==> config.mk <==
export PLATFORM = sky130hd
export DESIGN_NAME = fifo_or_smallest_first_request_queue_core_flat
export DESIGN_NICKNAME = d
export VERILOG_FILES = /design/src/hw/rtl/sjfq_pkg.sv /design/src/hw/rtl/sjfq_if.sv /design/src/hw/rtl/sjfq_cell.sv /design/src/hw/rtl/fifo_or_smallest_first_request_queue_core.sv /design/src/flat_wrapper.sv
export SDC_FILE = /design/constraint.sdc
export NUM_CORES = 2
export LEC_CHECK = 0
export BUFFER_PORTS_ARGS = -buffer_cell sky130_fd_sc_hd__buf_2
export CORE_ASPECT_RATIO = 0.5
export CORE_MARGIN = 3
export CORE_UTILIZATION = 40
export CTS_BUF_LIST = sky130_fd_sc_hd__clkbuf_4 sky130_fd_sc_hd__clkbuf_8
export CTS_CLUSTER_SIZE = 14
export DETAILED_ROUTE_END_ITERATION = 6
export PLACE_DENSITY = 0.56
export SYNTH_ARGS = -nofsm -noshare
export SYNTH_HDL_FRONTEND = slang
export SYNTH_SLANG_ARGS = --single-unit
==> constraint.sdc <==
create_clock -name clk -period 15.5 [get_ports clk]
set_input_delay 3.875 -clock clk [delete_from_list [all_inputs] [get_ports clk]]
set_output_delay 3.875 -clock clk [all_outputs]
set_load 0.02 [all_outputs]
==> src/hw/rtl/sjfq_pkg.sv <==
// Shared types and constants for the shortest-job-first request queue.
package sjfq_pkg;

	localparam int TAG_W   = 16;
	localparam int SIZE_W  = 31;
	localparam int COUNT_W = 5;

	typedef logic [TAG_W-1:0]  tag_t;
	typedef logic [SIZE_W-1:0] fsize_t;

	typedef enum logic {
		KIND_ENQ = 1'b0,
		KIND_DEQ = 1'b1
	} kind_t;

	localparam logic POLICY_FIFO     = 1'b0;
	localparam logic POLICY_SMALLEST = 1'b1;

	typedef struct packed {
		tag_t   tag;
		fsize_t size;
	} entry_t;

	// Broadcast to every cell of the chain.
	typedef struct packed {
		logic   enq;
		logic   deq;
		logic   policy;
		entry_t item;
	} cell_ctl_t;

	typedef enum logic [1:0] {
		OP_HOLD,
		OP_LOAD,
		OP_BACK,
		OP_FWD
	} cell_op_t;

endpackage

==> src/hw/rtl/sjfq_if.sv <==
// Request and result channel interfaces (valid/ready with payload).
interface sjfq_req_if;
	import sjfq_pkg::*;
	logic              valid;
	logic              ready;
	logic              kind;
	logic [TAG_W-1:0]  request_tag;
	logic [SIZE_W-1:0] file_size;
	modport source(output valid, kind, request_tag, file_size, input ready);
	modport sink(input valid, kind, request_tag, file_size, output ready);
endinterface

interface sjfq_res_if;
	import sjfq_pkg::*;
	logic               valid;
	logic               ready;
	logic               accepted;
	logic [TAG_W-1:0]   out_tag;
	logic [SIZE_W-1:0]  out_size;
	logic [COUNT_W-1:0] entry_count;
	modport source(output valid, accepted, out_tag, out_size, entry_count, input ready);
	modport sink(input valid, accepted, out_tag, out_size, entry_count, output ready);
endinterface

==> src/hw/rtl/sjfq_cell.sv <==
// One queue slot: holds an entry, compares it to the incoming size, shifts with neighbors.
module sjfq_cell (
	input  logic               clk,
	input  sjfq_pkg::cell_ctl_t ctl,
	input  logic               slot_valid,
	input  logic               suffix_le,
	input  logic               prev_suffix_le,
	input  sjfq_pkg::entry_t   prev_entry,
	input  sjfq_pkg::entry_t   next_entry,
	output sjfq_pkg::entry_t   entry,
	output logic               le
);
	import sjfq_pkg::*;

	entry_t   entry_q;
	cell_op_t op;

	assign entry = entry_q;
	// In FIFO mode every occupied slot counts as "not larger", so the insert lands at the tail.
	assign le = slot_valid && (ctl.policy == POLICY_FIFO || entry_q.size <= ctl.item.size);

	always_comb begin
		op = OP_HOLD;
		if (ctl.enq) begin
			if (suffix_le) begin
				op = OP_HOLD;
			end else if (prev_suffix_le) begin
				op = OP_LOAD;
			end else begin
				op = OP_BACK;
			end
		end else if (ctl.deq) begin
			op = OP_FWD;
		end
	end

	always_ff @(posedge clk) begin
		case (op)
			OP_HOLD: entry_q <= entry_q;
			OP_LOAD: entry_q <= ctl.item;
			OP_BACK: entry_q <= prev_entry;
			OP_FWD:  entry_q <= next_entry;
			default: entry_q <= entry_q;
		endcase
	end

endmodule

==> src/hw/rtl/fifo_or_smallest_first_request_queue_core.sv <==
// Shortest-job-first request queue: a chain of DEPTH slot cells with count and result register.
//
// Usage:
//  req  (sink): kind 0 enqueues request_tag/file_size, kind 1 dequeues the head.
//  res  (source): one result per request: accepted, out_tag, out_size and the
//       entry count after the request.
//  cfg_we/cfg_wdata: writes the policy bit (0 FIFO, 1 smallest file size first).
//       Write only while no request is in flight.
// Timing:
//  A request is taken on a valid/ready handshake; its result sits in the result
//  register in the next cycle. One request per cycle is sustained while res.ready
//  is high: all slots compare against the new size in parallel and shift in the
//  same cycle, so the rate is set by that compare and suffix-OR across the cell chain.
// Stall: req.ready stays high while the result register is empty or being
//  drained; if res.ready is low with a result waiting, req.ready drops.
// Reset: arst_n clears the count, the policy (FIFO) and the result valid.
//  Slot contents are not cleared; only occupied slots are ever read.
// An enqueue into a full queue and a dequeue from an empty one return
//  accepted=0 with zero tag and size and leave the queue unchanged.
module fifo_or_smallest_first_request_queue_core #(
	parameter int DEPTH = 16
) (
	input  logic       clk,
	input  logic       arst_n,
	sjfq_req_if.sink   req,
	sjfq_res_if.source res,
	input  logic       cfg_we,
	input  logic       cfg_wdata
);
	import sjfq_pkg::*;

	localparam int CW = $clog2(DEPTH + 1);

	logic          policy_q;
	logic [CW-1:0] occ_q;
	logic [CW-1:0] occ_next;
	logic          full;
	logic          empty;
	logic          req_fire;
	logic          enq_ok;
	logic          deq_ok;

	logic               res_valid_q;
	logic               accepted_q;
	tag_t               out_tag_q;
	fsize_t             out_size_q;
	logic [COUNT_W-1:0] count_q;
	logic [CW+COUNT_W-1:0] count_ext;

	cell_ctl_t          ctl;
	entry_t             entries [DEPTH];
	logic [DEPTH-1:0]   le_vec;
	logic [DEPTH-1:0]   suffix;

	assign full     = occ_q == CW'(DEPTH);
	assign empty    = occ_q == '0;
	assign req.ready = !res_valid_q || res.ready;
	assign req_fire = req.valid && req.ready;
	assign enq_ok   = req_fire && req.kind == KIND_ENQ && !full;
	assign deq_ok   = req_fire && req.kind == KIND_DEQ && !empty;

	always_comb begin
		occ_next = occ_q;
		if (enq_ok) begin
			occ_next = occ_q + CW'(1);
		end else if (deq_ok) begin
			occ_next = occ_q - CW'(1);
		end
	end

	assign count_ext = {{COUNT_W{1'b0}}, occ_next};

	assign ctl.enq       = enq_ok;
	assign ctl.deq       = deq_ok;
	assign ctl.policy    = policy_q;
	assign ctl.item.tag  = req.request_tag;
	assign ctl.item.size = req.file_size;

	genvar g;
	generate
		for (g = 0; g < DEPTH; g++) begin : g_cell
			// suffix[g]: some occupied slot at or after g is not larger than the new size
			assign suffix[g] = |le_vec[DEPTH-1:g];

			logic   prev_s;
			entry_t prev_e;
			entry_t next_e;

			if (g == 0) begin : g_first
				assign prev_s = 1'b1;
				assign prev_e = entries[0];
			end else begin : g_mid
				assign prev_s = suffix[g-1];
				assign prev_e = entries[g-1];
			end

			if (g == DEPTH - 1) begin : g_last
				assign next_e = entries[g];
			end else begin : g_notlast
				assign next_e = entries[g+1];
			end

			sjfq_cell u_cell (
				.clk            (clk),
				.ctl            (ctl),
				.slot_valid     (CW'(g) < occ_q),
				.suffix_le      (suffix[g]),
				.prev_suffix_le (prev_s),
				.prev_entry     (prev_e),
				.next_entry     (next_e),
				.entry          (entries[g]),
				.le             (le_vec[g])
			);
		end
	endgenerate

	always_ff @(posedge clk or negedge arst_n) begin
		if (!arst_n) begin
			policy_q    <= POLICY_FIFO;
			occ_q       <= '0;
			res_valid_q <= 1'b0;
		end else begin
			if (cfg_we) begin
				policy_q <= cfg_wdata;
			end
			occ_q <= occ_next;
			if (req_fire) begin
				res_valid_q <= 1'b1;
			end else if (res.ready) begin
				res_valid_q <= 1'b0;
			end
		end
	end

	always_ff @(posedge clk) begin
		if (req_fire) begin
			accepted_q <= enq_ok || deq_ok;
			out_tag_q  <= deq_ok ? entries[0].tag : '0;
			out_size_q <= deq_ok ? entries[0].size : '0;
			count_q    <= count_ext[COUNT_W-1:0];
		end
	end

	assign res.valid       = res_valid_q;
	assign res.accepted    = accepted_q;
	assign res.out_tag     = out_tag_q;
	assign res.out_size    = out_size_q;
	assign res.entry_count = count_q;

	a_occ_bound: assert property (@(posedge clk) disable iff (!arst_n)
		occ_q <= CW'(DEPTH))
		else $error("occupancy above DEPTH");

	a_stall_blocks: assert property (@(posedge clk) disable iff (!arst_n)
		res_valid_q && !res.ready |-> !req.ready)
		else $error("request taken while result stalled");

	a_full_reject: assert property (@(posedge clk) disable iff (!arst_n)
		req_fire && req.kind == KIND_ENQ && full |=> !accepted_q && occ_q == CW'(DEPTH))
		else $error("enqueue into full queue not rejected");

	a_deq_count: assert property (@(posedge clk) disable iff (!arst_n)
		deq_ok |=> occ_q == $past(occ_q) - CW'(1))
		else $error("dequeue did not decrement count");

	a_enq_count: assert property (@(posedge clk) disable iff (!arst_n)
		enq_ok |=> accepted_q && occ_q == $past(occ_q) + CW'(1))
		else $error("enqueue did not increment count");

endmodule
==> src/flat_wrapper.sv <==
// flat-port wrapper written by rule: the top's interface ports become plain ports
module fifo_or_smallest_first_request_queue_core_flat import sjfq_pkg::*;
#(
	parameter int DEPTH = 16
)
  (clk, arst_n, cfg_we, cfg_wdata, req_valid, req_kind, req_request_tag, req_file_size, req_ready, res_valid, res_accepted, res_out_tag, res_out_size, res_entry_count, res_ready);
  sjfq_req_if req_i ();
  sjfq_res_if res_i ();
  input  logic clk;
  input  logic arst_n;
  input  logic cfg_we;
  input  logic cfg_wdata;
  input wire logic [$bits(req_i.valid)-1:0] req_valid;
  input wire logic [$bits(req_i.kind)-1:0] req_kind;
  input wire logic [$bits(req_i.request_tag)-1:0] req_request_tag;
  input wire logic [$bits(req_i.file_size)-1:0] req_file_size;
  output wire logic [$bits(req_i.ready)-1:0] req_ready;
  output wire logic [$bits(res_i.valid)-1:0] res_valid;
  output wire logic [$bits(res_i.accepted)-1:0] res_accepted;
  output wire logic [$bits(res_i.out_tag)-1:0] res_out_tag;
  output wire logic [$bits(res_i.out_size)-1:0] res_out_size;
  output wire logic [$bits(res_i.entry_count)-1:0] res_entry_count;
  input wire logic [$bits(res_i.ready)-1:0] res_ready;
  assign req_i.valid = req_valid;
  assign req_i.kind = req_kind;
  assign req_i.request_tag = req_request_tag;
  assign req_i.file_size = req_file_size;
  assign req_ready = req_i.ready;
  assign res_valid = res_i.valid;
  assign res_accepted = res_i.accepted;
  assign res_out_tag = res_i.out_tag;
  assign res_out_size = res_i.out_size;
  assign res_entry_count = res_i.entry_count;
  assign res_i.ready = res_ready;
  fifo_or_smallest_first_request_queue_core #(.DEPTH(DEPTH)) u_core (.clk(clk), .arst_n(arst_n), .req(req_i), .res(res_i), .cfg_we(cfg_we), .cfg_wdata(cfg_wdata));
endmodule
* After elaboration in Yosys (flattened, before gate mapping)
Index checks and enable logic that the tools add are counted.
Word-level totals: output and inout bits 55, logic and storage cells 269, register bits 812
Operators by class: equal/unequal tests 49, $add $sub $neg 2, bitwise gates (word level) 2, reduce and logical (&&, ||, !) cells 77, multiplexer cells 68, $lt $le $gt $ge 32
Operators with widths (count):
- one-hot mux 47 bit (3 select lines) | 14
- <= comparator 31 bit | 16
- one-hot mux 47 bit (2 select lines) | 2
- two-way mux 2 bit | 47
- == test 2 bit, second input constant | 32
- < comparator 4 x 5 -> 1 bit, first input constant | 8
- == test 2 x 1 -> 1 bit, second input constant | 16
- zero test 2 bit | 16
- logical AND 1 bit | 21
- < comparator 3 x 5 -> 1 bit, first input constant | 4
- logical OR 1 bit | 18
- OR reduction 16 bit | 1
- OR reduction 15 bit | 1
- OR reduction 14 bit | 1
- OR reduction 13 bit | 1
- OR reduction 12 bit | 1
- OR reduction 11 bit | 1
- < comparator 1 x 5 -> 1 bit, first input constant | 2
- < comparator 2 x 5 -> 1 bit, first input constant | 2
- two-way mux 5 bit | 2
- OR reduction 10 bit | 1
- OR reduction 9 bit | 1
- OR reduction 8 bit | 1
- OR reduction 7 bit | 1
- other kinds (13) | 20

* Depth between registers and ports, before layout
depth in word-level cells 9, gate-level depth with buffers 16

* Modules after synthesis
A second synthesis with hierarchy kept.
Unflattened totals: cell total of the unflattened synthesis 5343, area total of the unflattened synthesis 51171.6 sq um
By module, submodules not included:
- sjfq_cell (u_core.g_cell[0].u_cell ...) | times used 15, area each 3035.4 sq um, cells each 322
- sjfq_cell (u_core.g_cell[9].u_cell) | times used 1, area each 3049.2 sq um, cells each 322
- fifo_or_smallest_first_request_queue_core | times used 1, area each 2591.2 sq um, cells each 191

* Least setup slack after synthesis
Ideal clock, no wire load.
kind in2reg, start in req_file_size[16], end reg u_core.g_cell[1].u_cell.entry_q, in the netlist u_core.g_cell[1].u_cell.entry[0], enable pin, data arrival time 9.702 ns, stages on the path 11, setup time 0.517 ns, setup slack 5.282 ns, buffers on the path 1, cells stage by stage inv_1 -> clkbuf_1 -> ha_1 -> and4_1 -> and4bb_1 -> a31oi_1 -> nor2_1 -> a41oi_2 -> o221ai_2 -> or4_4 -> o21ai_0
Between the ends: cells in the longest elaborated chain, start to end 8, elaborated cells between the ends (all ways) 54, classes of those cells order compare: 16; mux: 3; reduce/logical: 35
RTL lines:
- start, declared | line flat_wrapper.sv:16 | input wire logic [$bits(req_i.file_size)-1:0] req_file_size;
- <= comparator 31 bit | line sjfq_cell.sv:20 | assign le = slot_valid && (ctl.policy == POLICY_FIFO || entry_q.size <= ctl.item.size);
- logical OR 1 bit | line sjfq_cell.sv:20
- logical AND 1 bit | line sjfq_cell.sv:20
- OR reduction 16 bit | line fifo_or_smallest_first_request_queue_core.sv:83 | assign suffix[g] = |le_vec[DEPTH-1:g];
- two-way mux 2 bit | line sjfq_cell.sv:27 | end else if (prev_suffix_le) begin
- two-way mux 2 bit (*) | line sjfq_cell.sv:25 | if (suffix_le) begin
- two-way mux 2 bit (*) | line sjfq_cell.sv:24 | if (ctl.enq) begin
- zero test 2 bit (*) | line sjfq_cell.sv:38 | case (op)
- end signal, assigned | line sjfq_cell.sv:39 | OP_HOLD: entry_q <= entry_q;
- end signal, assigned | line sjfq_cell.sv:40 | OP_LOAD: entry_q <= ctl.item;
- end signal, assigned | line sjfq_cell.sv:41 | OP_BACK: entry_q <= prev_entry;
- end, declared | line sjfq_cell.sv:15 | entry_t entry_q;
Mark *: on every way between the ends. The rest lies on a longest branch, timed or not. A chain may end at the register's enable or synchronous reset.

* Worst setup path after layout
start in req_file_size[30], end reg u_core.g_cell[9].u_cell.entry_q, in the netlist u_core.g_cell[9].u_cell.entry[17] (data pin)
Between the ends: cells in the longest elaborated chain, start to end 9, elaborated cells between the ends (all ways) 33, classes of those cells order compare: 8; eq/ne: 3; mux: 4; reduce/logical: 18
RTL lines (line):
- <= comparator 31 bit | sjfq_cell.sv:20
- logical OR 1 bit | sjfq_cell.sv:20
- logical AND 1 bit | sjfq_cell.sv:20
- OR reduction 8 bit | fifo_or_smallest_first_request_queue_core.sv:83
- two-way mux 2 bit | sjfq_cell.sv:27
- two-way mux 2 bit (*) | sjfq_cell.sv:25
- two-way mux 2 bit (*) | sjfq_cell.sv:24
- == test 2 bit / == test 2 x 1 -> 1 bit (equally long branches) | sjfq_cell.sv:38
- one-hot mux 47 bit (3 select lines) (*) | sjfq_cell.sv:38
- end signal, assigned | sjfq_cell.sv:39
- end signal, assigned | sjfq_cell.sv:40
- end signal, assigned | sjfq_cell.sv:41
- end, declared | sjfq_cell.sv:15
Marks and branches as above.

==> results.sh <==
export IMPL_yosysTopAreaCellShare=0.5103
export IMPL_relSlewSlack=0.2313
export IMPL_power_density_mw_per_mm2=106.9
export IMPL_syn_num_nets=4749
export IMPL_num_rows=88
export IMPL_cts_tree="built"
export IMPL_crit_path_end_kind="register"
export IMPL_avgViaCountPerCell=6.591
export IMPL_syn_inst=4195
export IMPL_required_ns=16.08
export IMPL_io_pins=109
export IMPL_finClkSkew_ns=0.04757
export IMPL_root_buffer="clkbuf_8"
export IMPL_cts_buffers=134
export IMPL_routed_wl_um=170900
export IMPL_pre_cts_ws_ns=5.659
export IMPL_ir_worst_vdd_uv=70.22
export IMPL_synth_edff_count=805
export IMPL_clk_pin_slew_worst_paths_ns=0.06
export IMPL_grt_pass1_wl_um=249700
export IMPL_die_height_um=249.3
export IMPL_setup_viol=0
export IMPL_layout_setup_ws_ns=6.478
export IMPL_p_switching_w=0.001703
export IMPL_grt_pass1_vias=36389
export IMPL_via_count=38779
export IMPL_p_comb_frac=0.156
export IMPL_period_share=0.5820
export IMPL_tns_ns=0
export IMPL_synth_top_cell_by_area="edfxtp_1"
export IMPL_grt_ovfl_total=0
export IMPL_die_x_um=492.7
export IMPL_final_layout_size_suffix_gt1_frac=0.1053
export IMPL_hold_ws_ns=0.5360
export IMPL_maxCapViolations=0
export IMPL_postCtsResizedCells=0
export IMPL_synth_seq_cells=812
export IMPL_syn_area_per_cell_um2=11.29
export IMPL_antenna_found_initial=6
export IMPL_grt_max_degree=175
export IMPL_worstPathArrival_ns=9.61
export IMPL_synth_area_mux_share=0
export IMPL_p_seq_frac=0.502
export IMPL_layout_cells_non_filler=5884
export IMPL_synth_cell_types=73
export IMPL_cts_hold_fix_buffers=0
export IMPL_period_needed_ns=9.022
export IMPL_clk_latency_ns=0.90
export IMPL_synth_top_family_by_area="compound AO/OA/AOI/OAI gates"
export IMPL_die_area_mm2=0.1228
export IMPL_synthArstFlopShare=0.008621
export IMPL_synthesis_area_mm2=0.04737
export IMPL_layout_nets=4766
export IMPL_ys_top_cells_by_area="edfxtp_1 (51%), ha_1 (13%), a22oi_1 (8.3%)"
export IMPL_io_buffers=108
export IMPL_initial_core_util=0.4070
export IMPL_p_clk_frac=0.342
export IMPL_hold_viol=0
export IMPL_switching_share=0.3065
export IMPL_status="complete, no violations"
export IMPL_globalplace_congestion=0.9056
export IMPL_synth_xor_area_frac=0.0005546
export IMPL_power_internal_w=0.003853
export IMPL_leakage_nw=18.37
export IMPL_hold_path_class="reg -> reg"
export IMPL_synth_fa_ha_area_frac=0.1321
export IMPL_antenna_left=0
export IMPL_drv_slew=0
export IMPL_dpl_cell_count=5651
export IMPL_clockBufferDepth=3
export IMPL_areaGrowthSynthToFinish_pct=9.667
export IMPL_tightest_slew_ns=1.153
export IMPL_synth_seq_area_share=0.5140
export IMPL_yosys_area_share_simple=0.07665
export IMPL_critPathKind="in -> reg"
export IMPL_htree_num_levels=4
export IMPL_grt_util_all_layers=0.2703
export IMPL_wl_per_cell_um=29.04
export IMPL_drtIter0Drc=5001
export IMPL_rsz0062_at_grt="no"
export IMPL_postCtsSetupBuffers=0
export IMPL_ys_warn_count=0
export IMPL_cp_start_kind="input port"
export IMPL_core_mm2=0.1164
export IMPL_dr_pass1_iters=6
export IMPL_fmax_mhz=110.8
export IMPL_drc=0
export IMPL_synth_compound_area_frac=0.2433
export IMPL_hpwl_um=115800
export IMPL_clock_sinks=812
export IMPL_cp_max_fo=55
export IMPL_synth_top_flop_cell="edfxtp_1"
## logic make-up (layout without fill, tap and decap cells)
| family | Yosys count | count (layout) |
|---|---|---|
| XOR/XNOR | 3 | 3 |
| adder cells (fa/ha/maj) | 500 | 500 |
| buffers and inverters | 399 | 505 |
| AO/OA/AOI/OAI | 1752 | 1752 |
| flip-flops | 812 | 812 |
| AND/OR/NAND/NOR | 729 | 729 |
| other | 0 | 8 |
## cell usage in the layout (no fill, tap or decap), drive strengths merged, types with 14 or more instances in the layout
cell type / Yosys / final
edfxtp: 805 / 805
nand3b: 16 / 16
a21o: 20 / 20
clkbuf: 237 / 186
o211ai: 15 / 15
o31ai: 102 / 102
nand3: 54 / 54
a211oi: 35 / 35
a21oi: 278 / 278
nand4: 94 / 94
nor2: 79 / 79
o21ai: 555 / 555
ha: 500 / 500
and4: 14 / 14
clkinv: 0 / 30
inv: 83 / 90
a221o: 144 / 144
and2: 96 / 96
buf: 79 / 197
nor3: 29 / 29
nand2: 287 / 287
a22oi: 521 / 521
## synth_stat cells, types with 11 or more instances
| master | number |
|---|---|
| a21oi_1 | 278 |
| edfxtp_1 | 805 |
| a221o_1 | 144 |
| buf_2 | 53 |
| a22oi_1 | 521 |
| and2_1 | 95 |
| o211ai_1 | 15 |
| nor3_1 | 28 |
| nand3b_1 | 16 |
| clkbuf_1 | 236 |
| o21ai_1 | 20 |
| a21o_1 | 20 |
| nand2b_1 | 11 |
| and4_1 | 14 |
| nand3_1 | 54 |
| o21ai_0 | 535 |
| o31ai_1 | 102 |
| nand2_1 | 287 |
| and3_1 | 11 |
| ha_1 | 500 |
| inv_1 | 82 |
| buf_1 | 23 |
| nand4_1 | 94 |
| nor2_1 | 78 |
| nor4_1 | 11 |
| a211oi_1 | 34 |
## layout make-up
type,count,area (um2)
fillers,10837,64430
diodes,8,20.02
multi-input cells,2984,21570
well taps,1575,1971
clock buffers,186,2241
repair buffers,197,1246
inverters,83,317.8
flip-flops and latches,812,24350
clock inverters,39,234.0
## metrics by stage
stage / total power [W] / util / area [um2]
final: 0.005556 / 0.4464 / 51950
after global placement: 0.003652 / 0.4250 / 49460
after floorplan: 0.003318 / - / 47370
after global routing: 0.005782 / 0.4462 / 51930
after CTS: 0.005569 / 0.4462 / 51930
after detailed placement: 0.003681 / 0.4250 / 49460
## critical path, cell delays in order
cell and delay (ns):
buf_2 0.12, inv_1 0.78, ha_1 0.29, nand4_1 0.24
nor2_1 0.24, nand4_1 0.13, a22o_1 0.27, a221oi_2 0.44
and4_4 0.93, and3_2 0.33, buf_4 0.37, or2_4 0.58
buf_4 0.69, o21ai_0 0.17
## registers in the layout, indices dropped and copies added (netlist names)
name / flops
u_core.res.entry_count: 5
u_core.occ_q: 5
u_core.res.valid: 1
u_core.policy_q: 1
u_core.res.out_tag: 16
u_core.res.accepted: 1
u_core.g_cell.u_cell.entry: 752
u_core.res.out_size: 31
## power by group through the flow
stage,clock network (W),logic [W],registers (W)
after global placement,0,0.000831,0.00282
after CTS,0.00193,0.000861,0.00278
after floorplan,0,0.000571,0.00275
after global routing,0.00203,0.000959,0.00280
after detailed placement,0,0.000858,0.00282
final,0.00190,0.000869,0.00279
## worst paths after layout
path	cells after the start	to	start	slack, ns
max in group asynchronous	1	u_core.res.valid	arst_n	12.44
min reg2reg	2	u_core.res.valid	u_core.res.valid	0.54
max reg2reg	12	u_core.g_cell[4].u_cell.entry[24]	u_core.g_cell[9].u_cell.entry[13]	9.60
min in group asynchronous	1	u_core.policy_q	arst_n	2.87
min	2	u_core.res.valid	u_core.res.valid	0.54
max	14	u_core.g_cell[9].u_cell.entry[17]	req_file_size[30]	6.48
## routing by layer
| metal | vias up | share of wire | global-route usage |
|---|---|---|---|
| met5 | - | 0.000076 | 0 |
| met4 | 2 | 0.025 | 0.07927 |
| met3 | 249 | 0.11 | 0.06791 |
| met2 | 2080 | 0.42 | 0.3826 |
| met1 | 19514 | 0.45 | 0.4040 |
| li1 | 16934 | - | - |
Power figures use the tool's default switching activity.
